<file path="config.mk">
export PLATFORM = sky130hd
export DESIGN_NAME = cc2p_prerot
export DESIGN_NICKNAME = d
export VERILOG_FILES = /design/src/rtl/cc2p_pkg.sv /design/src/rtl/cc2p_prerot.sv
export SDC_FILE = /design/constraint.sdc
export NUM_CORES = 1
export LEC_CHECK = 0
export BUFFER_PORTS_ARGS = -buffer_cell sky130_fd_sc_hd__buf_2
export CORE_MARGIN = 4
export CORE_UTILIZATION = 45
export CTS_BUF_LIST = sky130_fd_sc_hd__clkbuf_4 sky130_fd_sc_hd__clkbuf_8 sky130_fd_sc_hd__clkbuf_16
export CTS_CLUSTER_DIAMETER = 30
export DETAILED_ROUTE_END_ITERATION = 8
export GPL_ROUTABILITY_DRIVEN = 0
export PLACE_DENSITY_LB_ADDON = 0.08
export SLEW_MARGIN = 20
export SYNTH_ARGS = -nofsm -noshare
export SYNTH_HDL_FRONTEND = slang
export SYNTH_SLANG_ARGS = --single-unit
export TNS_END_PERCENT = 10
</file>
<file path="constraint.sdc">
create_clock -name clk -period 2.64 [get_ports clk]
set_clock_uncertainty 0.15 [all_clocks]
set_input_delay 0.264 -clock clk [delete_from_list [all_inputs] [get_ports clk]]
set_output_delay 0.264 -clock clk [all_outputs]
set_load 0.01 [all_outputs]
</file>
<file path="src/rtl/cc2p_pkg.sv">
// ============================================================================
// cc2p_pkg
// Shared constants, types and the arctangent table for the CORDIC
// Cartesian-to-polar pipeline.
// ============================================================================
package cc2p_pkg;

    // micro-rotation count and table size
    localparam int ITERATIONS   = 16;
    localparam int ATAN_ENTRIES = 20;
    localparam int NUM_ROT      = (ITERATIONS < ATAN_ENTRIES) ? ITERATIONS : ATAN_ENTRIES;
    localparam int IDX_W        = $clog2(ATAN_ENTRIES);

    // field and datapath widths
    localparam int IN_W       = 16;
    localparam int OUT_W      = 16;
    localparam int EXTRA_BITS = 16;
    localparam int DW         = 36;   // x/y datapath, 30 fractional bits
    localparam int AW         = 34;   // angle accumulator, 30 fractional bits

    // gain correction split multiply
    localparam int GAIN_W = 30;
    localparam int MAG_W  = 34;       // positive final x fits in this many bits
    localparam int LO_W   = 17;
    localparam int HI_W   = MAG_W - LO_W;
    localparam int PLO_W  = LO_W + GAIN_W;
    localparam int PHI_W  = HI_W + GAIN_W;
    localparam int PW     = 64;
    localparam int RAD_SHIFT = 46;
    localparam int ANG_SHIFT = 17;

    localparam logic [GAIN_W-1:0]    GAIN_Q30     = 30'd652032874;
    localparam logic signed [AW-1:0] QUARTER_TURN = 34'sd1686629713;

    // one word in flight between rotation stages
    typedef struct packed {
        logic signed [DW-1:0] x;
        logic signed [DW-1:0] y;
        logic signed [AW-1:0] acc;
    } cc2p_vec_t;

    // round(atan(2^-i) * 2^30)
    function automatic logic signed [AW-1:0] atan_q30(input logic [IDX_W-1:0] idx);
        logic signed [AW-1:0] v;
        begin
            case (idx)
                5'd0:    v = 34'sd843314857;
                5'd1:    v = 34'sd497837829;
                5'd2:    v = 34'sd263043837;
                5'd3:    v = 34'sd133525159;
                5'd4:    v = 34'sd67021687;
                5'd5:    v = 34'sd33543516;
                5'd6:    v = 34'sd16775851;
                5'd7:    v = 34'sd8388437;
                5'd8:    v = 34'sd4194283;
                5'd9:    v = 34'sd2097149;
                5'd10:   v = 34'sd1048576;
                5'd11:   v = 34'sd524288;
                5'd12:   v = 34'sd262144;
                5'd13:   v = 34'sd131072;
                5'd14:   v = 34'sd65536;
                5'd15:   v = 34'sd32768;
                5'd16:   v = 34'sd16384;
                5'd17:   v = 34'sd8192;
                5'd18:   v = 34'sd4096;
                5'd19:   v = 34'sd2048;
                default: v = '0;
            endcase
            return v;
        end
    endfunction

endpackage

</file>
<file path="src/rtl/cc2p_prerot.sv">
// ============================================================================
// cc2p_prerot
// Quarter-turn pre-rotation: turns the point toward positive x, scales it
// into the wide datapath and seeds the angle with plus or minus pi/2.
// ============================================================================
module cc2p_prerot (
    input  logic                            clk,
    input  logic                            rst_n,
    input  logic                            in_valid,
    output logic                            in_ready,
    input  logic signed [cc2p_pkg::IN_W-1:0] coord_x,
    input  logic signed [cc2p_pkg::IN_W-1:0] coord_y,
    output logic                            out_valid,
    input  logic                            out_ready,
    output cc2p_pkg::cc2p_vec_t             out_vec
);
    import cc2p_pkg::*;

    logic                 valid_reg;
    cc2p_vec_t            vec_reg;
    cc2p_vec_t            vec_next;
    logic signed [DW-1:0] xe;
    logic signed [DW-1:0] ye;

    // widen and scale by 2^16
    assign xe = DW'(coord_x) <<< EXTRA_BITS;
    assign ye = DW'(coord_y) <<< EXTRA_BITS;

    // zero y counts as negative
    always_comb
    begin
        if (coord_y > 0)
        begin
            vec_next.x   = ye;
            vec_next.y   = -xe;
            vec_next.acc = QUARTER_TURN;
        end
        else
        begin
            vec_next.x   = -ye;
            vec_next.y   = xe;
            vec_next.acc = -QUARTER_TURN;
        end
    end

    assign in_ready = !valid_reg || out_ready;

    // valid bit
    always_ff @(posedge clk or negedge rst_n)
    begin
        if (!rst_n)
            valid_reg <= 1'b0;
        else if (in_ready)
            valid_reg <= in_valid;
    end

    // payload
    always_ff @(posedge clk)
    begin
        if (in_ready)
            vec_reg <= vec_next;
    end

    assign out_valid = valid_reg;
    assign out_vec   = vec_reg;

`ifndef SYNTHESIS
    // seed angle is always a quarter turn one way or the other
    a_seed: assert property (@(posedge clk) disable iff (!rst_n)
        in_valid && in_ready |=> valid_reg &&
            (vec_reg.acc == QUARTER_TURN || vec_reg.acc == -QUARTER_TURN))
        else $error("pre-rotation seed angle wrong");

    // pre-rotated x never negative
    a_xpos: assert property (@(posedge clk) disable iff (!rst_n)
        in_valid && in_ready |=> !vec_reg.x[DW-1])
        else $error("pre-rotated x is negative");
`endif

endmodule

</file>
### Yosys cells after proc, flatten, opt, wreduce, memory -nomap -nowiden

Index checks and enable logic that the tools add are counted.

* bits in registers: 107
* bits in latches: 0
* bits in writable memories: 0
* memory bits (read-only): 0
* input port bits: 36
* output and inout port bits: 108
* logic and storage cells: 12
* memories: 0

* add/subtract/negate cells: 2
* multipliers: 0
* div/mod/pow operators: 0
* order comparisons: 1
* eq/ne operators: 0
* shift-type cells: 0
* mux-type cells: 1
* bitwise logic cells: 0
* reduce and logical (&&, ||, !) cells: 2

Operators with widths (number)
* $mux 106: 1
* $neg 32->36: 2
* $gt 16x1->1 const B: 1
* $logic_not 1->1: 1
* $logic_or 1x1->1: 1

### Longest topological paths before layout

* word-level depth: 2
* mapped depth: 8
* gate-level depth less buffers: 6

### Worst setup path before layout

Ideal clock, no wire load.

* path type: reg2reg
* start point: register valid_reg (netlist: out_valid)
* end point: register vec_reg, in the netlist out_vec[100] (enable)
* setup time: 0.410 ns
* arrival time: 1.478 ns
* data required time: 2.080 ns
* path slack: 0.602 ns
* cell stages (with the launch flop): 2
* path buffers: 0
* period minus slack after synthesis: 2.038 ns
* cells stage by stage: dfrtp_1 > nand2b_1

* word-level cells in the longest chain between the ends: 2

RTL lines
* start: declaration: line cc2p_prerot.sv:19 `logic valid_reg;`
* start signal: assignment: line cc2p_prerot.sv:54 `valid_reg <= in_valid;`
* $logic_not 1->1: line cc2p_prerot.sv:46 `assign in_ready = !valid_reg || out_ready;`
* $logic_or 1x1->1: line cc2p_prerot.sv:46
* net in_ready: line cc2p_prerot.sv:10 `output logic in_ready,`
* end signal: assignment: line cc2p_prerot.sv:61 `vec_reg <= vec_next;`
* end: declaration: line cc2p_prerot.sv:20 `cc2p_vec_t vec_reg;`

The timed path passes the listed nets, and every way through them passes these cells.
A chain may end at the register's enable or synchronous reset.

==> metrics list <==
* Result of the run: finished clean
* Share of Yosys cell area claimed by the top area cell type: 0.4832
* Wire length reported by the detailed router: 5.094 mm
- Post-CTS resize count: 0
- Required time reported for the critical path endpoint: 2.53 ns
- Filler cell count: 502
- DRC violation count after routing: 0
* Total routing resource utilization after global routing: 0.1406
- After routing the design area is 0.002992 mm².
* Number of placement rows: 27
- Of all flip-flops after synthesis, the portion carrying an async set or reset was 0.02326.
- Largest cells by area after synthesis: sky130_fd_sc_hd__edfxtp_1 (48%), sky130_fd_sc_hd__buf_4 (19%), sky130_fd_sc_hd__xor2_1 (4.7%)
* First-pass iteration count of the detailed router: 6
- 144 I/O pins were placed.
* Cell area after placement: 0.002888 mm²
- Kind of path behind the tightest hold check: input pin to register
* Vias in the first global route: 1682
* Initial antenna violation count: 0
- The share of the Yosys chip area taken by registers is 0.4928.
* Post-synthesis cell area: 0.002610 mm²
- The largest total area in the synthesized netlist belongs to sky130_fd_sc_hd__edfxtp_1.
* Sw Share: 0.2722
- Setup violations remaining at the end of the flow were counted as 0.
- The floorplan step defined a core boundary enclosing 0.005574 mm².
- Largest driver fanout on the critical path: 8
* Final core utilization: 0.5367
- P_sw: 0.4311 mW
* Synth-to-Final Area Change: 14.62%
* Wire length of the first global-routing pass: 8.079 mm
- Number of warnings issued by yosys: 0
* Cell internal pwr: 1.153 mW
* Total number of nets in the final design: 351
* Clock root buffer master: sky130_fd_sc_hd__clkbuf_8
- Seq cells post-synth: 43
- No sink is reached through more buffers than the 2 on the longest clock path.
- The final number of hold-violating endpoints was 0.
* PwrDens: 529.4 mW/mm²
- Primary flip-flop cell chosen by synthesis mapping: sky130_fd_sc_hd__edfxtp_1
* Setup Slack @ Placement: 0.3535 ns
* Total design power: 1.584 mW
- Vias after detailed routing: 1828
* Setup CP Type: input pin to register
* Post-detailed-route count of antenna-violating nets: 0
- Number of placed instances, taps included: 376
- The tool flagged a number of max-cap violations equal to 0.
- The HPWL after detailed placement is 3.890 mm.
- In this run the post-CTS setup repair buffer count came out at 0.
- Area taken by flip-flops and latches: 0.001286 mm²
- After layout, the minimum clock period comes to 1.968 ns.
- Total number of clock tree sinks: 43
- In this run the vertical extent of the chip is 84.16 µm.
- After global routing the overflow that remains totals 0.
* Clock transition time at the flip-flop clock pins of the worst setup and hold paths: 0.08 ns
* Minimum hold slack: 0.04145 ns
- Of the total power, the clock network draws 0.255.
* Final worst-path setup slack: 0.6717 ns
- At the later pin of the worst-skew pair, clock insertion delay measures 0.29 ns.
- In this run, the number of DRC markers left after iteration 0 of detailed routing was 41.
* Cell with the most instances after synthesis: sky130_fd_sc_hd__buf_4
- Synth Area per Inst: 11.45 µm²
* # H-tree levels: 2
* Starting Density: 0.4682
* Horizontal die dimension: 84.16 µm
- Count of placed standard cells in the final layout, fillers left out: 386
- The share of total power dissipated in combinational logic is 0.208.
- Period utilisation layout: 0.7456
* Yosys cell types: 37
* Static power due to leakage: 1.305 nW
- Counting flops with a built-in enable in the synthesized netlist gives 42.
- Setup repair after global routing left no endpoint under its margin.
* Antenna diodes: 0
- Die area: 0.007082 mm²
- DR WL/cell: 13.20 µm
- Dividing the detail-routed via count by the number of cells gives 4.736.
* IO Port Bufs: 110
- The count of pins over their slew limit was 0.
* CP endpoint kind: register
- Worst vdd ir: 0.2728 mV
- At the pin with the least slew margin, the transition time is 0.6066 ns.
- The multi-input combinational cells in the finished layout cover a total of 915.9 µm².
* Signal arrival time at the worst endpoint: 1.86 ns
* Share of final-layout standard cells stronger than drive strength 1: 0.4108
- Entering global routing, the biggest net connects 33 pins.
* Number of buffers inserted during clock tree synthesis: 5
* Maximum achievable frequency: 508.0 MHz
- Post-synth top cells: sky130_fd_sc_hd__buf_4 (66), sky130_fd_sc_hd__edfxtp_1 (42), sky130_fd_sc_hd__xor2_1 (14), sky130_fd_sc_hd__nor3_1 (13), sky130_fd_sc_hd__xnor2_1 (13)
- CP Launch Type: input pin
- Measured against its own limit, the worst slew margin works out to 0.5956.
- CTS tree: yes
- Synthesis handed over a netlist of 228 instances.
* Sequential Power Share: 0.537
- After routing, the total negative slack on setup checks comes to 0 ns.
power groups by stage:
stage	combinational, mW	clock (mW)	sequential [mW]
6_report	0.330	0.404	0.850
3_5_place_dp	0.329	0	0.866
2_1_floorplan	0.212	0	0.906
4_1_cts	0.332	0.423	0.852
3_3_place_gp	0.327	0	0.866
5_1_grt	0.359	0.459	0.860
cell families (layout without fill, tap and decap cells):
group / Yosys count / after routing / synth area share
flops: 43 / 43 / 0.4928
compound gates: 18 / 18 / 0.04602
buf+inv: 76 / 129 / 0.2047
xor+xnor: 27 / 27 / 0.09061
fa+ha+maj: 2 / 2 / 0.009586
other cells: 2 / 35 / 0.002877
mux: 6 / 6 / 0.02589
simple gates: 54 / 54 / 0.1275
state kept, by name, indices dropped and copies added (netlist names):
register	count
out_valid	1
out_vec	42
final cells by class:
class	instances	area share
clock inverter	2	0.002509
multi-input combinational	142	0.3061
timing repair buffer	115	0.1982
sequential	43	0.4299
inverter	6	0.007528
tap	72	0.03011
clock buffer	6	0.02551
what timing repair did:
action | in CTS | in global routing
endpoints found under the setup margin | 0 | 0
hold endpoints to repair | 2 | 0
hold buffers | 2 | 0
critical path: stages:
cell and delay [ns]:
sky130_fd_sc_hd__buf_2 0.11, sky130_fd_sc_hd__inv_1 0.05, sky130_fd_sc_hd__ha_1 0.25, sky130_fd_sc_hd__nor3b_1 0.17
sky130_fd_sc_hd__and4_1 0.25, sky130_fd_sc_hd__nor2_2 0.38, sky130_fd_sc_hd__mux2_2 0.40
metal layers:
metal	global-route usage	routed length, µm
met1	0.1715	2114
met2	0.2403	2370
met3	0.04024	548
met4	0.04386	61
met5	0	0
cells in the final DEF (no fill, tap or decap), types with 6 or more instances in the layout:
cell type | netlist | final
sky130_fd_sc_hd__nand2_1 | 8 | 8
sky130_fd_sc_hd__conb_1 | 2 | 35
sky130_fd_sc_hd__xnor2_1 | 13 | 13
sky130_fd_sc_hd__buf_2 | 1 | 110
sky130_fd_sc_hd__xor2_1 | 14 | 14
sky130_fd_sc_hd__inv_1 | 6 | 6
sky130_fd_sc_hd__nor2_1 | 7 | 7
sky130_fd_sc_hd__nor3_1 | 13 | 13
sky130_fd_sc_hd__edfxtp_1 | 42 | 42
worst paths after layout:
kind,endpoint,from,slack [ns],cells after the start
min in group asynchronous,out_valid$_DFFE_PN0P_,rst_n,0.12,2
setup / recovery,out_vec[66]$_DFFE_PP_,coord_y[0],0.67,7
hold / removal,out_vec[50]$_DFFE_PP_,coord_x[0],0.04,1
hold reg to reg,out_valid$_DFFE_PN0P_,out_valid$_DFFE_PN0P_,0.80,2
setup reg to reg,out_vec[57]$_DFFE_PP_,out_valid$_DFFE_PN0P_,1.03,2
max in group asynchronous,out_valid$_DFFE_PN0P_,rst_n,2.14,2
(Power assumes the default switching activity.)
