**src/rtl/cc2p_pkg.sv**
```systemverilog
// ============================================================================
// cc2p_pkg
// Shared constants, types and the arctangent table for the CORDIC
// Cartesian-to-polar pipeline.
// ============================================================================
package cc2p_pkg;

    // micro-rotation count and table size
    localparam int ITERATIONS   = 16;
    localparam int ATAN_ENTRIES = 20;
    localparam int NUM_ROT      = (ITERATIONS < ATAN_ENTRIES) ? ITERATIONS : ATAN_ENTRIES;
    localparam int IDX_W        = $clog2(ATAN_ENTRIES);

    // field and datapath widths
    localparam int IN_W       = 16;
    localparam int OUT_W      = 16;
    localparam int EXTRA_BITS = 16;
    localparam int DW         = 36;   // x/y datapath, 30 fractional bits
    localparam int AW         = 34;   // angle accumulator, 30 fractional bits

    // gain correction split multiply
    localparam int GAIN_W = 30;
    localparam int MAG_W  = 34;       // positive final x fits in this many bits
    localparam int LO_W   = 17;
    localparam int HI_W   = MAG_W - LO_W;
    localparam int PLO_W  = LO_W + GAIN_W;
    localparam int PHI_W  = HI_W + GAIN_W;
    localparam int PW     = 64;
    localparam int RAD_SHIFT = 46;
    localparam int ANG_SHIFT = 17;

    localparam logic [GAIN_W-1:0]    GAIN_Q30     = 30'd652032874;
    localparam logic signed [AW-1:0] QUARTER_TURN = 34'sd1686629713;

    // one word in flight between rotation stages
    typedef struct packed {
        logic signed [DW-1:0] x;
        logic signed [DW-1:0] y;
        logic signed [AW-1:0] acc;
    } cc2p_vec_t;

    // round(atan(2^-i) * 2^30)
    function automatic logic signed [AW-1:0] atan_q30(input logic [IDX_W-1:0] idx);
        logic signed [AW-1:0] v;
        begin
            case (idx)
                5'd0:    v = 34'sd843314857;
                5'd1:    v = 34'sd497837829;
                5'd2:    v = 34'sd263043837;
                5'd3:    v = 34'sd133525159;
                5'd4:    v = 34'sd67021687;
                5'd5:    v = 34'sd33543516;
                5'd6:    v = 34'sd16775851;
                5'd7:    v = 34'sd8388437;
                5'd8:    v = 34'sd4194283;
                5'd9:    v = 34'sd2097149;
                5'd10:   v = 34'sd1048576;
                5'd11:   v = 34'sd524288;
                5'd12:   v = 34'sd262144;
                5'd13:   v = 34'sd131072;
                5'd14:   v = 34'sd65536;
                5'd15:   v = 34'sd32768;
                5'd16:   v = 34'sd16384;
                5'd17:   v = 34'sd8192;
                5'd18:   v = 34'sd4096;
                5'd19:   v = 34'sd2048;
                default: v = '0;
            endcase
            return v;
        end
    endfunction

endpackage

```
**src/rtl/cc2p_micro.sv**
```systemverilog
// ============================================================================
// cc2p_micro
// One CORDIC vectoring micro-rotation with its pipeline register; the
// shift index is tied to a constant by the instantiating level.
// ============================================================================
module cc2p_micro (
    input  logic                        clk,
    input  logic                        rst_n,
    input  logic [cc2p_pkg::IDX_W-1:0]  idx,
    input  logic                        in_valid,
    output logic                        in_ready,
    input  cc2p_pkg::cc2p_vec_t         in_vec,
    output logic                        out_valid,
    input  logic                        out_ready,
    output cc2p_pkg::cc2p_vec_t         out_vec
);
    import cc2p_pkg::*;

    logic                 valid_reg;
    cc2p_vec_t            vec_reg;
    cc2p_vec_t            vec_next;
    logic signed [DW-1:0] xs;
    logic signed [DW-1:0] ys;
    logic signed [AW-1:0] step;
    logic                 y_pos;

    assign xs    = in_vec.y >>> idx;
    assign ys    = in_vec.x >>> idx;
    assign step  = atan_q30(idx);
    assign y_pos = !in_vec.y[DW-1] && (in_vec.y != '0);

    // direction from the sign of y, zero counts as negative
    always_comb
    begin
        if (y_pos)
        begin
            vec_next.x   = in_vec.x + xs;
            vec_next.y   = in_vec.y - ys;
            vec_next.acc = in_vec.acc + step;
        end
        else
        begin
            vec_next.x   = in_vec.x - xs;
            vec_next.y   = in_vec.y + ys;
            vec_next.acc = in_vec.acc - step;
        end
    end

    assign in_ready = !valid_reg || out_ready;

    // valid bit
    always_ff @(posedge clk or negedge rst_n)
    begin
        if (!rst_n)
            valid_reg <= 1'b0;
        else if (in_ready)
            valid_reg <= in_valid;
    end

    // payload
    always_ff @(posedge clk)
    begin
        if (in_ready)
            vec_reg <= vec_next;
    end

    assign out_valid = valid_reg;
    assign out_vec   = vec_reg;

`ifndef SYNTHESIS
    // a stalled stage keeps its word
    a_hold: assert property (@(posedge clk) disable iff (!rst_n)
        valid_reg && !out_ready |=> valid_reg && $stable(vec_reg))
        else $error("rotation stage lost its word under stall");
`endif

endmodule

```
**config.mk**
```make
export PLATFORM = sky130hd
export DESIGN_NAME = cc2p_micro
export DESIGN_NICKNAME = d
export VERILOG_FILES = /design/src/rtl/cc2p_pkg.sv /design/src/rtl/cc2p_micro.sv
export SDC_FILE = /design/constraint.sdc
export NUM_CORES = 1
export LEC_CHECK = 0
export BUFFER_PORTS_ARGS = -buffer_cell sky130_fd_sc_hd__buf_2
export CAP_MARGIN = 20
export CORE_AREA = 2 2 208 210
export DETAILED_ROUTE_END_ITERATION = 10
export DIE_AREA = 0 0 210 212
export GPL_TIMING_DRIVEN = 0
export PLACE_DENSITY = 0.57
export SLEW_MARGIN = 20
export SYNTH_ARGS = -nofsm -noshare
export SYNTH_HDL_FRONTEND = slang
export SYNTH_SLANG_ARGS = --single-unit
```
**constraint.sdc**
```tcl
create_clock -name clk -period 7.2 [get_ports clk]
set_input_delay 1.44 -clock clk [delete_from_list [all_inputs] [get_ports clk]]
set_output_delay 1.44 -clock clk [all_outputs]
set_load 0.01 [all_outputs]
```
# Word level (Yosys, flattened, before mapping)

Memories as Yosys holds them, arrays and structs flattened.
Cells that the tools add are included.

Latch bits: 0
Bits of input ports: 115
Output and inout port bits: 108
Logic and storage cells: 19
Register bits: 107
ROM bits: 960
RAM bits: 0
Memories kept: 1

Memories:

| memory           | depth | width | read ports | clocked after memory_dff | write ports | line           | source |
|---|---|---|---|---|---|---|---|
| (name not given) | 32    | 30    | 1          | 0                        | 0           | cc2p_pkg.sv:46 | `case (idx)` |

Equal/unequal tests: 0
Mux-type cells: 1
Bitwise logic cells: 0
Magnitude comparators: 0
Shift operators: 2
Reduce and logical (&&, ||, !) cells: 5
$mul: 0
Divide/modulo/power cells: 0
$add $sub $neg: 6

Operators by type and width:

| cell                         | count |
|---|---|
| two-way mux 106 bit          | 1 |
| adder 36 bit                 | 2 |
| >>> shifter 36 x 5 -> 36 bit | 2 |
| subtractor 36 bit            | 2 |
| nonzero test 36 bit          | 1 |
| adder 34 bit                 | 1 |
| subtractor 34 bit            | 1 |
| logical NOT 1 bit            | 2 |
| logical AND 1 bit            | 1 |
| logical OR 1 bit             | 1 |

# Depth between registers and ports, before layout

Gate-level depths: netlist of the first run.

Depth after elaboration: 3
Mapped depth: 27
Depth with buffers taken out: 22

# Worst setup path after synthesis of the first run

OpenSTA, ideal clock, no wires.

Path kind: in2reg
Start: in idx[1] in the netlist's numbering
End: reg vec_reg, in the netlist out_vec[33] (data pin)
Setup time: 260 ps
Data required time: 6940 ps
Setup slack: 484 ps
Stages on the path: 24
Data arrival time: 6456 ps
Cells stage by stage: buf_2 -> inv_2 -> buf_1 -> clkbuf_1 -> ha_1 -> clkbuf_1 -> nor2_1 -> a21oi_1 -> o221ai_1 -> o2bb2ai_1 -> nor4b_1 -> nand3_1 -> nor3_1 -> a21oi_1 -> xor2_1 -> ha_1 -> a21o_1 -> a2111oi_0 -> o32a_1 -> o41ai_1 -> a221o_1 -> nand2b_1 -> a31oi_1 -> xnor2_1

RTL lines:

| item                   | line             | source |
|---|---|---|
| start: declaration     | cc2p_micro.sv:9  | `input logic [cc2p_pkg::IDX_W-1:0] idx,` |
| end signal: assignment | cc2p_micro.sv:64 | `vec_reg <= vec_next;` |
| end: declaration       | cc2p_micro.sv:20 | `cc2p_vec_t vec_reg;` |

==> results.ini, run 1 <==
[worst_setup_path]
critical_path.max_stage_delay_ns=0.90
r2r_slack_ns=5.49
critPathTopFamily=compound AO/OA/AOI/OAI gates
critical_path_required_ns=7.43
regToRegEndpoint=out_vec[96]
cp_max_fo=10
r2r_start=out_valid
slowest_cp_cell=buf_1
worst-path-buf-inv=5
crit_chain=buf_2 -> clkbuf_1 -> clkbuf_1 -> a41oi_2 -> clkbuf_2 -> buf_1 -> a21oi_1 -> xnor2_1 -> ha_1 -> a21o_1 -> a21o_1 -> a21oi_1 -> o21ai_0 -> a32oi_2 -> o21ai_0 -> a221o_1 -> a21oi_1 -> o21ai_0 -> o31ai_1
worst_ep_arrival_time_ns=7.32
crit_type=primary input to flop
end_kind=flop
timing.reg2reg.worst_path_depth=2
timing.critical_path.from_type=primary input

[clocking]
tritoncts.num_buffers=9
clk-insertion-delay-late_ns=0.40
ctsHtreeMaxLevel=3
clock_tree.root_cell=clkbuf_16
clock-sinks=107
cts_tree=built
clk_path_buf_depth=2
clk_pin_slew_worst_paths_ns=0.08

[grt]
grt_pass1_wl_um=115000
initial_antenna_violation_count=2
first_global_vias=16400
globalRoute.totalOverflow=0
grt_usage_pct=36.3
pin_count_of_the_biggest_net_entering_global_routing=58

[floorplanning]
top_level_ports=223
dieArea_um2=44500
fp-row-count=76
die_height_um=212
effective_utilization_at_floorplan_pct=38.3
die-width_um=210
core_area_um2=42500

[pwr]
power_switching_share_pct=44.5
total_switching_power_mw=1.74
power.density_cell_area_nw_per_um2=203
power.share.sequential_pct=26.1
power.ir.vdd_worst_uv=126
design_power_total_mw=3.91
leakage_nw=7.90
power.clock.fraction_pct=13.4
pwr-share-comb_pct=60.5
internal-power_mw=2.17

[sta]
final_period_minus_worst_setup_slack_ns=7.09
timing.final.hold_violations=0
grt_setup_unrepaired=true
report.final.slew_viol_count=0
timing.clock.skew_ns=0.00747
fin_worst_hold_slack_ns=0.787
tightest_slew_ns=1.23
postLayoutSetupSlackWorst_ns=0.115
period_share_pct=98.4
fmaxAchievable_ghz=0.141
fin_setup_tns_ns=0
setup_violations=0
max_slew_margin_pct=17.7

[final_layout]
layout.core_utilization_pct=45.3
final_common_cell=buf_2
final_area_um2=19200
layout_common_cells=234 x buf_2, 155 x a21oi_1, 151 x nand2_1
finalNetCount=2263
layoutNonFillerInstCount=2582
fillers=4249
layout-drive-gt1-share_pct=27.6
area_growth_pct=18.2
multi_input_area_um2=12800
sequential_cell_area_in_the_final_layout_um2=3210

[placement]
dp_hpwl_um=63100
placed_cells_incl_taps=2543
port_buffers=220
routabilityCongestion=1.07
preCtsSetupSlack_ns=-1.75
dpl_cell_area_um2=18100

[logic_synthesis]
synth_edf_count=106
yosys.cell_types.count=102
synth_top_flop_cell=edfxtp_1
synthTopCellsByArea=edfxtp_1 20%, mux4_2 14%, ha_1 8.8%, xnor2_1 6.5%, a21oi_1 4.9%
sequential_cell_area_fraction_in_the_yosys_report_pct=19.7
ys.warnings.count=0
ys_seq_elements=107
postSynthNetCount=2009
share_of_the_synthesized_area_in_the_top_cell_type_pct=19.6
ys_async_sr_fraction_pct=0.935
synth_area_um2=16300
syn-mean-instance-area_um2=9.16
syn_inst=1776
netlist.top_cell.by_area=edfxtp_1

[drt]
postRouteAntennaNets=0
viasPerCell=6.59
post_drt_wl_per_cell_um=31.7
routed_wl_um=82000
drt-initial-drc-count=1950
dr_total_vias=17004
drcViolationCount=0
dr.pass1.iters=7

[status]
outcome=complete, no violations

[worst_hold_path]
hp-class=primary input to asynchronous set/reset pin

[flow_run]
timing.max_cap.violations=0

[flip-flops by register name (all words and copies together), names as in the netlist]
signal	cells
out_vec	106
out_valid	1
[cells by family (layout without fill, tap and decap cells)]
kind of cell    after synthesis  count (layout)  synth area share [%]
other cells                   0               1                     0
mux                         202             202                  20.8
fa+ha+maj                   118             118                  9.21
flops                       107             107                  19.7
compound gates              514             514                  20.3
simple gates                512             512                  15.8
buf+inv                     136             395                  4.11
xor+xnor                    187             187                  10.1
[Yosys cell counts, drive strengths merged (30+ instances only)]
cell and count:
a21oi 160, xnor2 121, nand2b 30, buf 58
ha 115, clkbuf 35, o21ai 95, mux2i 71
nand3 37, nor2 125, xor2 66, a21o 57
inv 41, nand2 153, edfxtp 106, mux4 104
[worst max-delay path by stage]
stage	end	cells after the start	startpoint	slack, ns
2_1_floorplan	out_vec[33]	24	idx[1]	0.48
3_3_place_gp	out_vec[32]	26	idx[1]	-1.80
3_5_place_dp	out_vec[33]	24	idx[1]	-1.75
4_1_cts	out_vec[104]	26	idx[0]	0.003
5_1_grt	out_vec[68]	25	idx[0]	-0.02
6_report	out_vec[27]	19	in_vec[69]	0.11
[power by group through the flow]
stage	sequential (mW)	clock, mW	combinational [mW]
CTS	1.02	0.552	2.25
global placement	1.04	0	2.20
detailed placement	1.03	0	2.20
floorplan	1.16	0	1.33
finish	1.02	0.525	2.36
global route	1.04	0.568	2.53
[worst register-to-register path: stages (launching register included)]
cell and delay, ns:
dfrtp_1 0.41, nand2b_4 0.54, buf_16 0.34
[area by class of cell]
class | count | share of cell area (%)
Antenna cell | 1 | 0.0130
Sequential cell | 107 | 16.7
Multi-Input combinational cell | 1533 | 66.7
Buffer | 91 | 3.78
Timing Repair Buffer | 245 | 6.86
Inverter | 43 | 0.911
Tap cell | 546 | 3.55
Clock inverter | 7 | 0.371
Clock buffer | 9 | 1.17
[layer usage]
| metal | share of wire [%] | vias up | track usage (%) |
|---|---|---|---|
| met5 | 0.095 | - | 1.33 |
| met4 | 6.2 | 2 | 20.7 |
| met3 | 11 | 265 | 12.8 |
| met2 | 43 | 1074 | 54.8 |
| met1 | 39 | 8335 | 45.0 |
| li1 | - | 7328 | - |
[timing repair]
item,4_1_cts,5_1_grt
buffers inserted,7,16
resized for setup,92,106
pin swaps,5,15
hold buffers,0,0
endpoints found under the setup margin,65,31
No activity file was read; power rests on OpenSTA's default activity.
==> inputs of run 2 (changes only) <==
ABC_AREA = 1   (was unset)
CORE_AREA = 2 2 210 212   (was 2 2 208 210)
DIE_AREA = 0 0 212 214   (was 0 0 210 212)
==> run 2 against run 1 <==
Effect of this change:
- sequential share of layout area is 0.39 points higher
- largest power group unchanged
- global-route usage is 1.7 points lower
- highest routed layer is now met4
- area after synthesis is 2.3% higher
- clock skew hardly changed
- clock power is 2% lower
- sequential power hardly changed
- critical path type unchanged
==> results.ini, run 2 <==
[logic_synthesis]
syn-mean-instance-area_um2=6.16
yosys.cell_types.count=52
syn_inst=2701
sequential_cell_area_fraction_in_the_yosys_report_pct=19.3
yosys-top-cells-count=857 x nand2_1, 394 x nand3_1, 279 x inv_1
ys_seq_elements=107
synthTopCellsByArea=nand2_1 19%, edfxtp_1 19%, nand3_1 12%, ha_1 8.6%, inv_1 6.3%
netlist.top_cell.by_area=nand2_1
ys.warnings.count=0
postSynthNetCount=2934
synthMostInstantiatedCell=nand2_1
share_of_the_synthesized_area_in_the_top_cell_type_pct=19.3
synth_edf_count=106
ys_async_sr_fraction_pct=0.935
synth_area_um2=16600
synth_top_flop_cell=edfxtp_1

[floorplanning]
fp-row-count=76
top_level_ports=223
die_height_um=214
core_area_um2=42900
effective_utilization_at_floorplan_pct=38.8
die-width_um=212
dieArea_um2=45400

[sta]
setup_violations=0
timing.clock.skew_ns=0.00747
tightest_slew_ns=1.24
timing.final.hold_violations=0
max_slew_margin_pct=17.0
fin_setup_tns_ns=0
period_share_pct=96.3
grt_setup_unrepaired=false
report.final.slew_viol_count=0
final_period_minus_worst_setup_slack_ns=6.93
fmaxAchievable_ghz=0.144

[clocking]
clock_tree.root_cell=clkbuf_16
clk_pin_slew_worst_paths_ns=0.08
post_cts_buffers=0
clk_path_buf_depth=2
cts_tree=built
ctsHtreeMaxLevel=3
clk-insertion-delay-late_ns=0.40
tritoncts.num_buffers=9
clock-sinks=107

[pwr]
power.ir.vdd_worst_uv=113
design_power_total_mw=3.72
leakage_nw=9.60
power.density_cell_area_nw_per_um2=198

[final_layout]
largest_register_ff_count=106
final_common_cell=nand2_1
layoutNonFillerInstCount=3521
finalNetCount=3164
fillers=4769
layout_common_cells=856 x nand2_1, 394 x nand3_1, 279 x inv_1
layout-drive-gt1-share_pct=13.5
area_growth_pct=12.9
antennaDiodeCount=0

[grt]
globalRoute.totalOverflow=0
pin_count_of_the_biggest_net_entering_global_routing=58
first_global_vias=18886
initial_antenna_violation_count=0
grt_usage_pct=34.6
grt_pass1_wl_um=116000

[worst_setup_path]
critical_path_required_ns=7.37
end_kind=flop
timing.critical_path.from_type=primary input
worst_ep_arrival_time_ns=7.10
crit_type=primary input to flop
timing.reg2reg.worst_path_depth=2
cp_max_fo=10

[status]
outcome=complete, no violations

[drt]
dr_total_vias=19756
postRouteAntennaNets=0
drcViolationCount=0
drt-initial-drc-count=2016
dr.pass1.iters=6
routed_wl_um=79300
post_drt_wl_per_cell_um=22.5
viasPerCell=5.61

[placement]
placed_cells_incl_taps=3505
port_buffers=218
dp_hpwl_um=65500
routabilityCongestion=1.07

[worst_hold_path]
hp-class=primary input to asynchronous set/reset pin

[flow_run]
timing.max_cap.violations=0

==> run 2: what timing repair did <==
item,4_1_cts,5_1_grt
setup endpoints to repair,0,2
hold buffers,0,0
resized for setup,0,3
==> run 2: metrics by stage <==
step,hold slack (ns),setup slack [ns],util (%),instance area (µm²)
global route,0.791,0.00306,43.8,18800
global placement,1.22,0.0103,43.1,18500
floorplan,1.14,1.98,-,16600
detailed placement,1.02,-0.0314,43.1,18500
CTS,0.785,0.395,43.8,18800
finish,0.803,0.266,43.8,18800
==> run 2: worst paths after layout <==
kind                            slack (ns)      endpoint      start
worst max-delay path                  0.27  out_vec[105]     idx[1]
worst min-delay path                  0.80     out_valid      rst_n
worst max register to register        5.48   out_vec[91]  out_valid
worst min register to register        1.00     out_valid  out_valid
max in group asynchronous             6.31     out_valid      rst_n
min in group clk                      1.00     out_valid  out_valid
==> run 2: power breakdown <==
group | internal (mW) | leakage (nW) | switching [mW]
clock network | 0.243 | 0.138 | 0.275
logic | 0.730 | 8.39 | 1.46
registers | 0.963 | 1.08 | 0.0463
==> run 2: routing by layer <==
layer	up-vias	wire length (µm)	track usage, %
met3	184	6840	6.03
li1	9388	-	-
met2	954	34600	53.7
met5	-	0	0
met4	0	3420	15.2
met1	9230	34500	46.9
==> run 2: cells by family (layout without fill, tap and decap cells) <==
kind of cell               count (synthesis)  in the layout  share of synthesized area (%)
AOI/OAI and AO/OA                        329            329                           11.3
and+or+nand+nor                         1592           1592                           41.6
xor gates and xnor gates                 167            167                           8.87
buffers and inverters                    388            623                           10.0
adders and majority gates                118            118                           9.01
DFF                                      107            107                           19.3
==> run 2: critical path, cell delays in order <==
cell       delay [ns]
buf_2            0.16
buf_6            0.18
buf_2            0.36
nand3_1          0.18
nand3_1          0.19
nand3_1          0.16
nand3_1          0.19
nand2_1          0.21
inv_1            0.11
ha_1             0.14
inv_1            0.06
nor2_2           0.20
nand3_1          0.18
nor3_1           0.47
nand3b_1         0.14
nand2_1          0.10
a21oi_1          0.09
ha_1             0.41
nand2_1          0.10
nor2_1           0.14
nand2_1          0.10
nor4_1           0.65
o21ai_0          0.46
o2111ai_1        0.34
a21oi_1          0.16
nand3_1          0.11
nand2_1          0.06
==> run 2: layout make-up <==
class	count	area [µm²]	share of cell area (%)
plain buffers	87	531	2.82
repair buffers	219	1120	5.95
clock inverters	6	61.3	0.326
well taps	585	732	3.89
flip-flops and latches	107	3210	17.1
clock buffers	10	229	1.22
multi-input cells	2206	11800	62.7
inverters	301	1140	6.06
