### src/rtl/cc2p_pkg.sv
// ============================================================================
// cc2p_pkg
// Shared constants, types and the arctangent table for the CORDIC
// Cartesian-to-polar pipeline.
// ============================================================================
package cc2p_pkg;

    // micro-rotation count and table size
    localparam int ITERATIONS   = 16;
    localparam int ATAN_ENTRIES = 20;
    localparam int NUM_ROT      = (ITERATIONS < ATAN_ENTRIES) ? ITERATIONS : ATAN_ENTRIES;
    localparam int IDX_W        = $clog2(ATAN_ENTRIES);

    // field and datapath widths
    localparam int IN_W       = 16;
    localparam int OUT_W      = 16;
    localparam int EXTRA_BITS = 16;
    localparam int DW         = 36;   // x/y datapath, 30 fractional bits
    localparam int AW         = 34;   // angle accumulator, 30 fractional bits

    // gain correction split multiply
    localparam int GAIN_W = 30;
    localparam int MAG_W  = 34;       // positive final x fits in this many bits
    localparam int LO_W   = 17;
    localparam int HI_W   = MAG_W - LO_W;
    localparam int PLO_W  = LO_W + GAIN_W;
    localparam int PHI_W  = HI_W + GAIN_W;
    localparam int PW     = 64;
    localparam int RAD_SHIFT = 46;
    localparam int ANG_SHIFT = 17;

    localparam logic [GAIN_W-1:0]    GAIN_Q30     = 30'd652032874;
    localparam logic signed [AW-1:0] QUARTER_TURN = 34'sd1686629713;

    // one word in flight between rotation stages
    typedef struct packed {
        logic signed [DW-1:0] x;
        logic signed [DW-1:0] y;
        logic signed [AW-1:0] acc;
    } cc2p_vec_t;

    // round(atan(2^-i) * 2^30)
    function automatic logic signed [AW-1:0] atan_q30(input logic [IDX_W-1:0] idx);
        logic signed [AW-1:0] v;
        begin
            case (idx)
                5'd0:    v = 34'sd843314857;
                5'd1:    v = 34'sd497837829;
                5'd2:    v = 34'sd263043837;
                5'd3:    v = 34'sd133525159;
                5'd4:    v = 34'sd67021687;
                5'd5:    v = 34'sd33543516;
                5'd6:    v = 34'sd16775851;
                5'd7:    v = 34'sd8388437;
                5'd8:    v = 34'sd4194283;
                5'd9:    v = 34'sd2097149;
                5'd10:   v = 34'sd1048576;
                5'd11:   v = 34'sd524288;
                5'd12:   v = 34'sd262144;
                5'd13:   v = 34'sd131072;
                5'd14:   v = 34'sd65536;
                5'd15:   v = 34'sd32768;
                5'd16:   v = 34'sd16384;
                5'd17:   v = 34'sd8192;
                5'd18:   v = 34'sd4096;
                5'd19:   v = 34'sd2048;
                default: v = '0;
            endcase
            return v;
        end
    endfunction

endpackage

### src/rtl/cc2p_gain.sv
// ============================================================================
// cc2p_gain
// Gain correction and output rounding: the final x is multiplied by the
// CORDIC gain in two partial products, then summed, rounded and saturated.
// ============================================================================
module cc2p_gain (
    input  logic                             clk,
    input  logic                             rst_n,
    input  logic                             in_valid,
    output logic                             in_ready,
    input  cc2p_pkg::cc2p_vec_t              in_vec,
    output logic                             out_valid,
    input  logic                             out_ready,
    output logic        [cc2p_pkg::OUT_W-1:0] radius,
    output logic signed [cc2p_pkg::OUT_W-1:0] angle
);
    import cc2p_pkg::*;

    localparam logic [PW-1:0]   RAD_ROUND = PW'(1) << (RAD_SHIFT - 1);
    localparam logic [AW:0]     ANG_ROUND = (AW + 1)'(1) << (ANG_SHIFT - 1);
    localparam int              AQ_W      = AW + 1 - ANG_SHIFT;
    localparam int              RQ_W      = PW - RAD_SHIFT;

    // partial product stage
    logic                 va_reg;
    logic                 pos_reg;
    logic [PLO_W-1:0]     plo_reg;
    logic [PHI_W-1:0]     phi_reg;
    logic signed [AW-1:0] acc_reg;
    logic                 ready_a;
    logic                 pos_next;
    logic [LO_W-1:0]      x_lo;
    logic [HI_W-1:0]      x_hi;

    // rounding stage
    logic                    vb_reg;
    logic [OUT_W-1:0]        radius_reg;
    logic signed [OUT_W-1:0] angle_reg;
    logic [OUT_W-1:0]        radius_next;
    logic signed [OUT_W-1:0] angle_next;
    logic [PW-1:0]           prod;
    logic [RQ_W-1:0]         rad_q;
    logic signed [AW:0]      acc_r;
    logic signed [AQ_W-1:0]  ang_q;

    assign pos_next = !in_vec.x[DW-1] && (in_vec.x != '0);
    assign x_lo     = in_vec.x[LO_W-1:0];
    assign x_hi     = in_vec.x[MAG_W-1:LO_W];

    assign in_ready = !va_reg || ready_a;
    assign ready_a  = !vb_reg || out_ready;

    // full product, rounded half up to Q2.14
    assign prod  = (PW'(phi_reg) << LO_W) + PW'(plo_reg) + RAD_ROUND;
    assign rad_q = prod[PW-1:RAD_SHIFT];

    always_comb
    begin
        if (!pos_reg)
            radius_next = '0;
        else if (rad_q > RQ_W'({OUT_W{1'b1}}))
            radius_next = '1;
        else
            radius_next = rad_q[OUT_W-1:0];
    end

    // angle rounded half up to Q3.13, then saturated
    assign acc_r = (AW + 1)'(acc_reg) + signed'(ANG_ROUND);
    assign ang_q = acc_r[AW:ANG_SHIFT];

    always_comb
    begin
        if (ang_q > AQ_W'(signed'({1'b0, {(OUT_W-1){1'b1}}})))
            angle_next = {1'b0, {(OUT_W-1){1'b1}}};
        else if (ang_q < AQ_W'(signed'({1'b1, {(OUT_W-1){1'b0}}})))
            angle_next = {1'b1, {(OUT_W-1){1'b0}}};
        else
            angle_next = ang_q[OUT_W-1:0];
    end

    // valid bits
    always_ff @(posedge clk or negedge rst_n)
    begin
        if (!rst_n)
        begin
            va_reg <= 1'b0;
            vb_reg <= 1'b0;
        end
        else
        begin
            if (in_ready)
                va_reg <= in_valid;
            if (ready_a)
                vb_reg <= va_reg;
        end
    end

    // payload
    always_ff @(posedge clk)
    begin
        if (in_ready)
        begin
            pos_reg <= pos_next;
            plo_reg <= PLO_W'(x_lo) * PLO_W'(GAIN_Q30);
            phi_reg <= PHI_W'(x_hi) * PHI_W'(GAIN_Q30);
            acc_reg <= in_vec.acc;
        end
        if (ready_a)
        begin
            radius_reg <= radius_next;
            angle_reg  <= angle_next;
        end
    end

    assign out_valid = vb_reg;
    assign radius    = radius_reg;
    assign angle     = angle_reg;

`ifndef SYNTHESIS
    // a word in the product stage reaches the output register when it moves
    a_adv: assert property (@(posedge clk) disable iff (!rst_n)
        va_reg && ready_a |=> vb_reg)
        else $error("word dropped between product and rounding stage");

    // non-positive x always gives zero radius
    a_zero: assert property (@(posedge clk) disable iff (!rst_n)
        va_reg && !pos_reg && ready_a |=> radius_reg == '0)
        else $error("non-positive x gave nonzero radius");
`endif

endmodule

### config.mk
export PLATFORM = sky130hd
export DESIGN_NAME = cc2p_gain
export DESIGN_NICKNAME = d
export VERILOG_FILES = /design/src/rtl/cc2p_pkg.sv /design/src/rtl/cc2p_gain.sv
export SDC_FILE = /design/constraint.sdc
export NUM_CORES = 1
export LEC_CHECK = 0
export ABC_CLOCK_PERIOD_IN_PS = 4200
export BUFFER_PORTS_ARGS = -buffer_cell sky130_fd_sc_hd__buf_2
export CORE_MARGIN = 1
export CORE_UTILIZATION = 50
export CTS_CLUSTER_DIAMETER = 50
export DETAILED_ROUTE_END_ITERATION = 8
export GPL_TIMING_DRIVEN = 0
export PLACE_DENSITY_LB_ADDON = 0.05
export SETUP_SLACK_MARGIN = 0.15
export SLEW_MARGIN = 10
export SYNTH_ARGS = -nofsm -noshare
export SYNTH_HDL_FRONTEND = slang
export SYNTH_SLANG_ARGS = --single-unit
### constraint.sdc
create_clock -name clk -period 4.2 [get_ports clk]
set_input_delay 0.63 -clock clk [delete_from_list [all_inputs] [get_ports clk]]
set_output_delay 0.63 -clock clk [all_outputs]
set_load 0.03 [all_outputs]
# ---- After elaboration in Yosys (flattened, before gate mapping)
# Index checks and enable logic that the tools add are counted.
dict set report word_totals {
  reg_bits 161
  inputBits 110
  output_inout_bits 34
  elab_cells 25
}
dict set report op_classes {
  addsub 3
  mul 2
  n_lt_le_gt_ge 3
  mux 2
  n_reduce_logical 7
}
# operator n
set op_table {}
lappend op_table {{multiplier 17 x 29 -> 46 bit (second input constant)} 2}
lappend op_table {{adder 64 x 46 -> 64 bit (second input constant)} 1}
lappend op_table {{adder 64 x 47 -> 64 bit} 1}
lappend op_table {{greater-than comparator 18 x 16 -> 1 bit (second input constant)} 2}
lappend op_table {{nonzero test 36 bit} 1}
lappend op_table {{adder 34 x 18 -> 35 bit (second input constant)} 1}
lappend op_table {{two-way mux 16 bit} 2}
lappend op_table {{less-than comparator 18 x 16 -> 1 bit (second input constant)} 1}
lappend op_table {{logical NOT 1 bit} 3}
lappend op_table {{logical OR 1 bit} 2}
lappend op_table {{logical AND 1 bit} 1}

# ---- Longest topological paths before layout
# Gate-level depths: netlist of run 1.
dict set report logic_depth {
  depth_word 4
  depth_mapped 23
  ltp_nobuf 23
}

# ---- Worst setup path before layout of run 1
# OpenSTA, ideal clock, no wires.
dict set report synth_path {
  path_kind {input -> register}
  start {input in_vec[82] (netlist bit)}
  end {register plo_reg[46], data pin}
  setup_time_ps 259
  t_arrival_ps 6028
  required_ps 3941
  setup_slack_ps -2087
  stages 19
  n_path_buf 0
  cell_sequence {inv_1 > fa_1 > inv_1 > fa_1 > fa_1 > fa_1 > fa_1 > inv_1 > fa_1 > inv_1 > ha_1 > a21o_1 > o21a_1 > a221o_1 > a31oi_2 > o21ba_2 > o21ai_2 > and3b_1 > a211o_1}
}
dict set report synth_between {
  elab_chain_len 1
}
# element line_no
set synth_lines {}
lappend synth_lines {{start, declared} cc2p_gain.sv:11} ;# input cc2p_pkg::cc2p_vec_t in_vec,
lappend synth_lines {{multiplier 17 x 29 -> 46 bit} cc2p_gain.sv:104} ;# plo_reg <= PLO_W'(x_lo) * PLO_W'(GAIN_Q30);
lappend synth_lines {{end signal, assigned} cc2p_gain.sv:104}
lappend synth_lines {{end, declared} cc2p_gain.sv:27} ;# logic [PLO_W-1:0] plo_reg;
# Every way passes these cells.
# A chain may end at the register's enable or synchronous reset.

# ---- Worst setup path after layout of run 1
dict set report layout_path {
  start {input in_vec[94] (netlist bit)}
  end {register phi_reg[44], data pin}
}
dict set report layout_between {
  elab_chain_len 1
}
# element line_no
set layout_lines {}
lappend layout_lines {{multiplier 17 x 29 -> 46 bit} cc2p_gain.sv:105} ;# phi_reg <= PHI_W'(x_hi) * PHI_W'(GAIN_Q30);
lappend layout_lines {{end signal, assigned} cc2p_gain.sv:105}
lappend layout_lines {{end, declared} cc2p_gain.sv:28} ;# logic [PHI_W-1:0] phi_reg;
# Every way passes these cells.

==> summary.txt, run 1 <==
Status - complete, but fails checks
Failing checks - negative setup slack
Biggest area consumer among synthesized cells - fa_1
Global route overflow - 0
Critical path startpoint - in_vec[94]
Largest net degree at the start of global routing - 34
Max Freq - 0.168 GHz
Netlist Area Pre-Place - 0.0229 mm^2
R2R cell count - 12
RSZ-0062 raised after global routing - yes
Die width - 216 um
Post-DRT Antenna Nets - 0
Die height - 216 um
Setup ws final - -1.75 ns
Minimum clock period - 5.95 ns
Max Root-Sink Buffers - 2
# clock sinks - 128
Htree depth - 4
Hold Vio Cnt, Final - 0
CP Launch Type - primary input
Yosys cell types - 75
Worst-path clk slew - 0.07 ns
CTS tree - done
Post-synth EDFFs - 126
DR vias - 15.5k
Final critical-path share of the clock period - 142%
Synth top cells by count - 691 x inv_1, 392 x fa_1, 378 x ha_1
GR Util All Layers - 26.9%
Site Rows - 78
Type of destination of the critical path - register
Vias per inst - 5.11
CP Class - primary input to register
Vias in the first global route - 16.6k
I/O pin cnt - 144
CTS buffer count - 17
Max FFs per register - 46
Initial antenna violation count - 0
Count of endpoints failing setup in the final report - 64
#FFs+latches synth - 128
Hold depth - 1
DRT Pass-1 Iters - 5
Async S/R FF share, synth - 1.56%
Initial DRC Count - 813
Mapped Cells - 2194
Critical R2R Launch - plo_reg[20]$_DFFE_PP_
Post-Syn Nets - 3074
Slew Viols, Final - 0
Setup Skew - 0.00978 ns
GPL Wtd Cong - 0.950
Synth top area share - 34.2%
Final instance area - 0.0280 mm^2
Initial core utilization - 50.6%
Nets - 3307
Post-synthesis sequential area ratio - 16.7%
I/O Buffers - 91
DR DRC count - 0
Reg2reg setup slack - 0.48 ns
DP Area - 0.0251 mm^2
Min-Delay Path Class - primary input to register
Req. time, crit path - 4.38 ns
Crit path capture - phi_reg[44]$_DFFE_PP_
Post-layout util - 61.8%
Reg-to-Reg End - radius[13]$_SDFFCE_PN0P_
Crit path DAT - 6.13 ns
Crit path max fanout - 7
Syn_area_per_cell - 10.4 um^2
Wire length of the first global-routing pass - 94300 um
Yosys warns - 0
Diode count - 0
Ys flop type - edfxtp_1
Hold WS - 0.358 ns
Leading cell types by total area after synthesis - fa_1 34%, ha_1 21%, edfxtp_1 17%, inv_1 11%, xnor2_1 2.3%
Most frequent cell after synthesis - inv_1
Max-slew headroom - 50.6%
Clk root buf - clkbuf_16
Max cap viols - 0
Layout cells sized above 1 - 23.0%
Core area - 0.0453 mm^2
Area grow syn2layout - 22.0%
Clock Latency Late Sink - 0.44 ns
Die area - 0.0467 mm^2
Total Wirelength - 59100 um
Worst-Margin Slew - 0.741 ns
Wire per inst - 19.5 um
HPWL Detailed - 50800 um
[repair_timing]
action,CTS,global route
pin swaps,152,100
hold buffers,1,0
setup endpoints to repair,65,65
resized for setup,235,96
buffers inserted,87,29
endpoints found under the hold margin,2,0
[through the flow]
| step | setup slack, ns | cells | setup TNS (ns) |
|---|---|---|---|
| floorplan | -1.76 | 2194 | -73.92 |
| global placement | -2.77 | 2885 | -244.68 |
| detailed placement | -2.78 | 2891 | -133.84 |
| CTS | -1.72 | 3011 | -81.05 |
| global route | -1.90 | 3040 | -94.04 |
| finish | -1.75 | 3040 | -84.86 |
[logic make-up after synthesis]
family	count (synthesis)	synth area share [%]
AO/OA/AOI/OAI	270	8.08
XOR/XNOR	92	3.51
adder cells (fa/ha/maj)	770	54.9
buffers and inverters	704	11.5
flip-flops	128	16.7
multiplexers	3	0.136
AND/OR/NAND/NOR	227	5.13
[cell type report]
cell class,count,area (um^2)
multi-input combinational,1362,18200
buffer,11,58.8
fill,3791,17300
inverter,693,2660
clock buffer,17,425
clock inverter,15,143
sequential,128,3830
tap,600,751
timing repair buffer,214,1880
[cells in the final DEF, fill, tap and decap left out, drive strengths merged, types with 31 or more instances in the layout]
cell / n
fa: 392
xor2: 31
o21ai: 57
a21o: 46
nor2: 52
ha: 378
buf: 216
a21oi: 60
inv: 691
xnor2: 61
nand2: 47
edfxtp: 126
[layer usage]
| metal | vias up | routed length, um | track usage, % |
|---|---|---|---|
| met4 | 0 | 499 | 3.71 |
| met5 | - | 0 | 0 |
| met1 | 7847 | 28100 | 39.6 |
| met3 | 32 | 2580 | 4.38 |
| li1 | 7402 | - | - |
| met2 | 264 | 28000 | 42.6 |
[worst max-delay path: stages]
cell,delay [ns]
buf_12,0.12
fa_2,0.60
inv_2,0.05
fa_2,0.53
inv_2,0.04
fa_1,0.50
fa_2,0.46
fa_1,0.52
inv_1,0.05
fa_2,0.52
inv_2,0.04
ha_4,0.15
a21o_1,0.16
a21o_1,0.17
a21o_1,0.20
a221oi_2,0.32
o31a_1,0.37
o21ai_4,0.11
buf_6,0.15
a21o_1,0.18
nand4b_1,0.12
o311ai_1,0.10
[worst min path at each step]
| stage | end | from | slack (ns) |
|---|---|---|---|
| 3_3_place_gp | out_valid$_DFFE_PN0P_ | rst_n | 0.41 |
| 4_1_cts | acc_reg[25]$_DFFE_PP_ | in_vec[25] | 0.33 |
| 3_5_place_dp | out_valid$_DFFE_PN0P_ | rst_n | 0.42 |
| 2_1_floorplan | out_valid$_DFFE_PN0P_ | rst_n | 0.33 |
| 6_report | acc_reg[25]$_DFFE_PP_ | in_vec[25] | 0.36 |
| 5_1_grt | acc_reg[30]$_DFFE_PP_ | in_vec[30] | 0.33 |
Power of run 1 is left out: the tool's default activity adds up to more than one toggle a clock period on the data nets, which glitch-free logic cannot reach.
==> run 2: changes to the inputs <==
--- a/config.mk
+++ b/config.mk
@@ -12,7 +12,7 @@
 export CTS_CLUSTER_DIAMETER = 50
 export DETAILED_ROUTE_END_ITERATION = 8
 export GPL_TIMING_DRIVEN = 0
-export PLACE_DENSITY_LB_ADDON = 0.05
+export PLACE_DENSITY = 0.76
 export SETUP_SLACK_MARGIN = 0.15
 export SLEW_MARGIN = 10
 export SYNTH_ARGS = -nofsm -noshare
==> summary.txt, run 2 (same netlist as run 1, synthesis figures left out) <==
Max-slew headroom - 48.9%
CTS buffer count - 17
Clock Latency Late Sink - 0.44 ns
GR Util All Layers - 26.1%
Initial core utilization - 50.6%
CP Class - primary input to register
Hold Vio Cnt, Final - 0
Global route overflow - 0
Min-Delay Path Class - primary input to register
CTS tree - done
Vias per inst - 5.23
HPWL Detailed - 48200 um
Max FFs per register - 46
Clk root buf - clkbuf_16
Crit path DAT - 6.14 ns
Site Rows - 78
Final critical-path share of the clock period - 142%
Minimum clock period - 5.97 ns
Setup ws final - -1.77 ns
Commonest non-fill, non-tap cell in the layout - inv_1
# clock sinks - 128
Core area - 0.0453 mm^2
Nets - 3311
Diode count - 0
Commonest cells after routing, fill and taps aside - 624 x inv_1, 358 x fa_1, 297 x ha_1
Max Freq - 0.167 GHz
DR vias - 15.9k
RSZ-0062 raised after global routing - yes
Worst-path clk slew - 0.06 ns
Die width - 216 um
Initial antenna violation count - 0
Wire per inst - 19.1 um
Total Wirelength - 58000 um
Setup Skew - 0.0143 ns
Failing checks - negative setup slack
Worst-Margin Slew - 0.766 ns
Largest net degree at the start of global routing - 20
Die height - 216 um
Slew Viols, Final - 0
Status - complete, but fails checks
Area grow syn2layout - 21.4%
Initial DRC Count - 934
Die area - 0.0467 mm^2
CP Launch Type - primary input
Crit path max fanout - 5
DRT Pass-1 Iters - 5
Max cap viols - 0
GPL Wtd Cong - 0.946
I/O pin cnt - 144
Max Root-Sink Buffers - 2
Setup WS pre-CTS - -2.74 ns
Hold WS - 0.368 ns
Post-DRT Antenna Nets - 0
Htree depth - 4
Count of endpoints failing setup in the final report - 64
Req. time, crit path - 4.37 ns
Type of destination of the critical path - register
Vias in the first global route - 17.5k
Post-layout util - 61.4%
Wire length of the first global-routing pass - 93000 um
DR DRC count - 0
Layout cells sized above 1 - 22.5%
I/O Buffers - 91
[run 2: changes by cell type in the layout (fill, tap and decap cells not counted), moves of 5 or more]
cell / change
buf_4: +12
buf_6: -7
fa_1: +9
fa_2: -9
inv_4: +5
xnor2_1: +8
xnor2_2: -8
[run 2: area by class of cell]
class / instances / area, um^2
repair buffers: 218 / 1830
plain buffers: 11 / 58.8
flip-flops and latches: 128 / 3830
multi-input cells: 1362 / 18100
inverters: 693 / 2650
fillers: 3590 / 17500
clock inverters: 15 / 156
clock buffers: 17 / 425
well taps: 600 / 751
[run 2: final timing paths]
path,from,endpoint,slack [ns],depth (start not counted)
setup / recovery,in_vec[93],phi_reg[40]$_DFFE_PP_,-1.77,21
hold / removal,in_vec[29],acc_reg[29]$_DFFE_PP_,0.37,1
setup reg to reg,plo_reg[20]$_DFFE_PP_,radius[14]$_SDFFCE_PN0P_,0.45,12
hold reg to reg,va_reg$_DFFE_PN0P_,out_valid$_DFFE_PN0P_,0.48,1
max in group asynchronous,rst_n,va_reg$_DFFE_PN0P_,3.60,2
min in group asynchronous,rst_n,out_valid$_DFFE_PN0P_,0.51,2
[run 2: critical path: stages]
cell        delay (ns)
buf_12            0.11
clkinvlp_4        0.17
ha_4              0.34
inv_4             0.05
fa_1              0.54
inv_1             0.05
fa_1              0.49
fa_1              0.46
fa_1              0.51
fa_1              0.51
inv_2             0.04
ha_4              0.21
a21o_1            0.18
a21o_1            0.18
a211o_1           0.33
a41oi_4           0.27
o31a_1            0.31
o21ai_4           0.13
a31oi_4           0.21
nor3b_2           0.07
or3_1             0.33
[run 2: repair_timing]
| action | CTS | global route |
|---|---|---|
| pin swaps | 111 | 112 |
| buffers inserted | 90 | 29 |
| endpoints found under the hold margin | 2 | 0 |
| endpoints found under the setup margin | 65 | 64 |
| gates resized for setup | 213 | 88 |
| hold buffers | 1 | 0 |
[run 2: metal layers]
metal	GRT usage [%]	share of wire (%)	vias to the layer above
met5	0	0	-
met4	6.08	2.1	0
met3	4.67	5.7	86
met2	43.9	49	451
met1	35.0	43	7982
li1	-	-	7415
[run 2: per-stage QoR]
step / setup TNS (ns) / cells / cell area [um^2]
after floorplan: -73.92 / 2194 / 23800
after global placement: -233.92 / 2885 / 25000
after detailed placement: -133.12 / 2892 / 25100
after CTS: -80.15 / 3015 / 27200
after global routing: -94.21 / 3044 / 27800
final: -86.94 / 3044 / 27800
Power of run 2 is left out for the same reason.
==> run 3: changes to the inputs <==
--- a/config.mk
+++ b/config.mk
@@ -13,6 +13,7 @@
 export DETAILED_ROUTE_END_ITERATION = 8
 export GPL_TIMING_DRIVEN = 0
 export PLACE_DENSITY = 0.76
+export RECOVER_POWER = 100
 export SETUP_SLACK_MARGIN = 0.15
 export SLEW_MARGIN = 10
 export SYNTH_ARGS = -nofsm -noshare
==> summary.txt, run 3 (same netlist as run 1, synthesis figures left out) <==
Buf/Inv on CP - 5
Layout cells sized above 1 - 20.5%
Crit path capture - phi_reg[40]$_DFFE_PP_
Initial core utilization - 50.6%
Slew Viols, Final - 0
Crit path max fanout - 5
Critical R2R Launch - plo_reg[20]$_DFFE_PP_
Worst-Margin Slew - 1.17 ns
Die area - 0.0467 mm^2
Largest net degree at the start of global routing - 20
RSZ-0062 raised after global routing - yes
WP depth - 21
Wire per inst - 19.1 um
Reg2reg setup slack - -0.10 ns
CTS buffer count - 17
Max Root-Sink Buffers - 2
CP Launch Type - primary input
Top Family by Delay on Critical Path - adder cells
DR DRC count - 0
Initial DRC Count - 984
Max cap viols - 0
Total Wirelength - 58200 um
Count of endpoints failing setup in the final report - 76
Max Freq - 0.167 GHz
Die width - 216 um
Clk root buf - clkbuf_16
Status - complete, but fails checks
Diode count - 0
Type of destination of the critical path - register
Crit-path max cell delay - 0.54 ns
Crit path DAT - 6.16 ns
Area grow syn2layout - 20.8%
Reg-to-Reg End - radius[13]$_SDFFCE_PN0P_
Core area - 0.0453 mm^2
Hold Vio Cnt, Final - 0
CP Cell Sequence - buf_12, clkinvlp_4, ha_4, inv_4, fa_1, inv_1, fa_1, fa_1, fa_1, fa_1, inv_2, ha_4, a21o_1, a21o_1, a211o_1, a41oi_4, o31a_1, o21ai_4, a31oi_4, nor3b_2, or3_1
CTS tree - done
Commonest cells after routing, fill and taps aside - 624 x inv_1, 358 x fa_1, 297 x ha_1
Req. time, crit path - 4.37 ns
Most used cell, CP - fa_1
I/O pin cnt - 144
Max FFs per register - 46
Failing checks - negative setup slack
DR vias - 15.9k
Post-DRT Antenna Nets - 0
I/O Buffers - 91
Site Rows - 78
Final critical-path share of the clock period - 142%
DRT Pass-1 Iters - 5
Max stage delay cell, worst path - fa_1
Initial antenna violation count - 0
Htree depth - 4
Die height - 216 um
Min-Delay Path Class - primary input to register
Setup Skew - 0.0131 ns
GPL Wtd Cong - 0.946
Worst-path clk slew - 0.06 ns
Global route overflow - 0
Vias per inst - 5.23
R2R cell count - 12
Vias in the first global route - 17.5k
Commonest non-fill, non-tap cell in the layout - inv_1
Post-layout util - 61.2%
Critical path startpoint - in_vec[93]
Nets - 3311
Clock Latency Late Sink - 0.44 ns
Minimum clock period - 5.98 ns
Max-slew headroom - 21.9%
Setup ws final - -1.78 ns
CP Class - primary input to register
# clock sinks - 128
Wire length of the first global-routing pass - 93000 um
GR Util All Layers - 26.1%
HPWL Detailed - 48200 um
[run 3: cell types whose count changed in the layout (fill, tap and decap cells not counted), moves of 7 or more]
cell / change
buf_8: -7
o21ai_0: +11
buf_2: -41
clkbuf_1: +48
o21ai_1: -11
[run 3: worst min path at each step]
| stage | end | cells after the start | from | slack (ns) |
|---|---|---|---|---|
| 2_1_floorplan | out_valid$_DFFE_PN0P_ | 0 | rst_n | 0.33 |
| 4_1_cts | acc_reg[21]$_DFFE_PP_ | 1 | in_vec[21] | 0.35 |
| 3_3_place_gp | out_valid$_DFFE_PN0P_ | 1 | rst_n | 0.41 |
| 6_report | acc_reg[16]$_DFFE_PP_ | 1 | in_vec[16] | 0.37 |
| 5_1_grt | acc_reg[31]$_DFFE_PP_ | 1 | in_vec[31] | 0.36 |
| 3_5_place_dp | out_valid$_DFFE_PN0P_ | 1 | rst_n | 0.42 |
[run 3: per-stage QoR]
stage / instance area (um^2) / TNS, ns / instances / hold slack [ns] / setup slack (ns)
finish: 27700 / -89.12 / 3044 / 0.368 / -1.78
global route: 27700 / -98.77 / 3044 / 0.356 / -1.90
CTS: 27200 / -80.15 / 3015 / 0.349 / -1.77
detailed placement: 25100 / -133.12 / 2892 / 0.416 / -2.74
global placement: 25000 / -233.92 / 2885 / 0.414 / -2.71
floorplan: 23800 / -73.92 / 2194 / 0.334 / -1.76
[run 3: final cells by class]
type	count	area [um^2]
clock buffers	17	425
clock inverters	15	156
multi-input cells	1362	18100
flip-flops and latches	128	3830
plain buffers	11	58.8
inverters	693	2650
fillers	3626	17600
well taps	600	751
repair buffers	218	1700
[run 3: repair_timing]
action                                 in CTS  in global routing
hold buffers                                1                  0
resized for setup                         213                 88
setup endpoints to repair                  65                 64
buffers inserted                           90                 29
endpoints found under the hold margin       2                  0
pin swaps                                 111                112
[run 3: routing by layer]
metal / up-vias / global-route usage, % / part of all wire, %
li1: 7416 / - / -
met1: 7995 / 35.0 / 44
met2: 432 / 43.9 / 49
met3: 82 / 4.67 / 5.6
met4: 0 / 6.08 / 2.1
met5: - / 0 / 0
Power of run 3 is left out for the same reason.
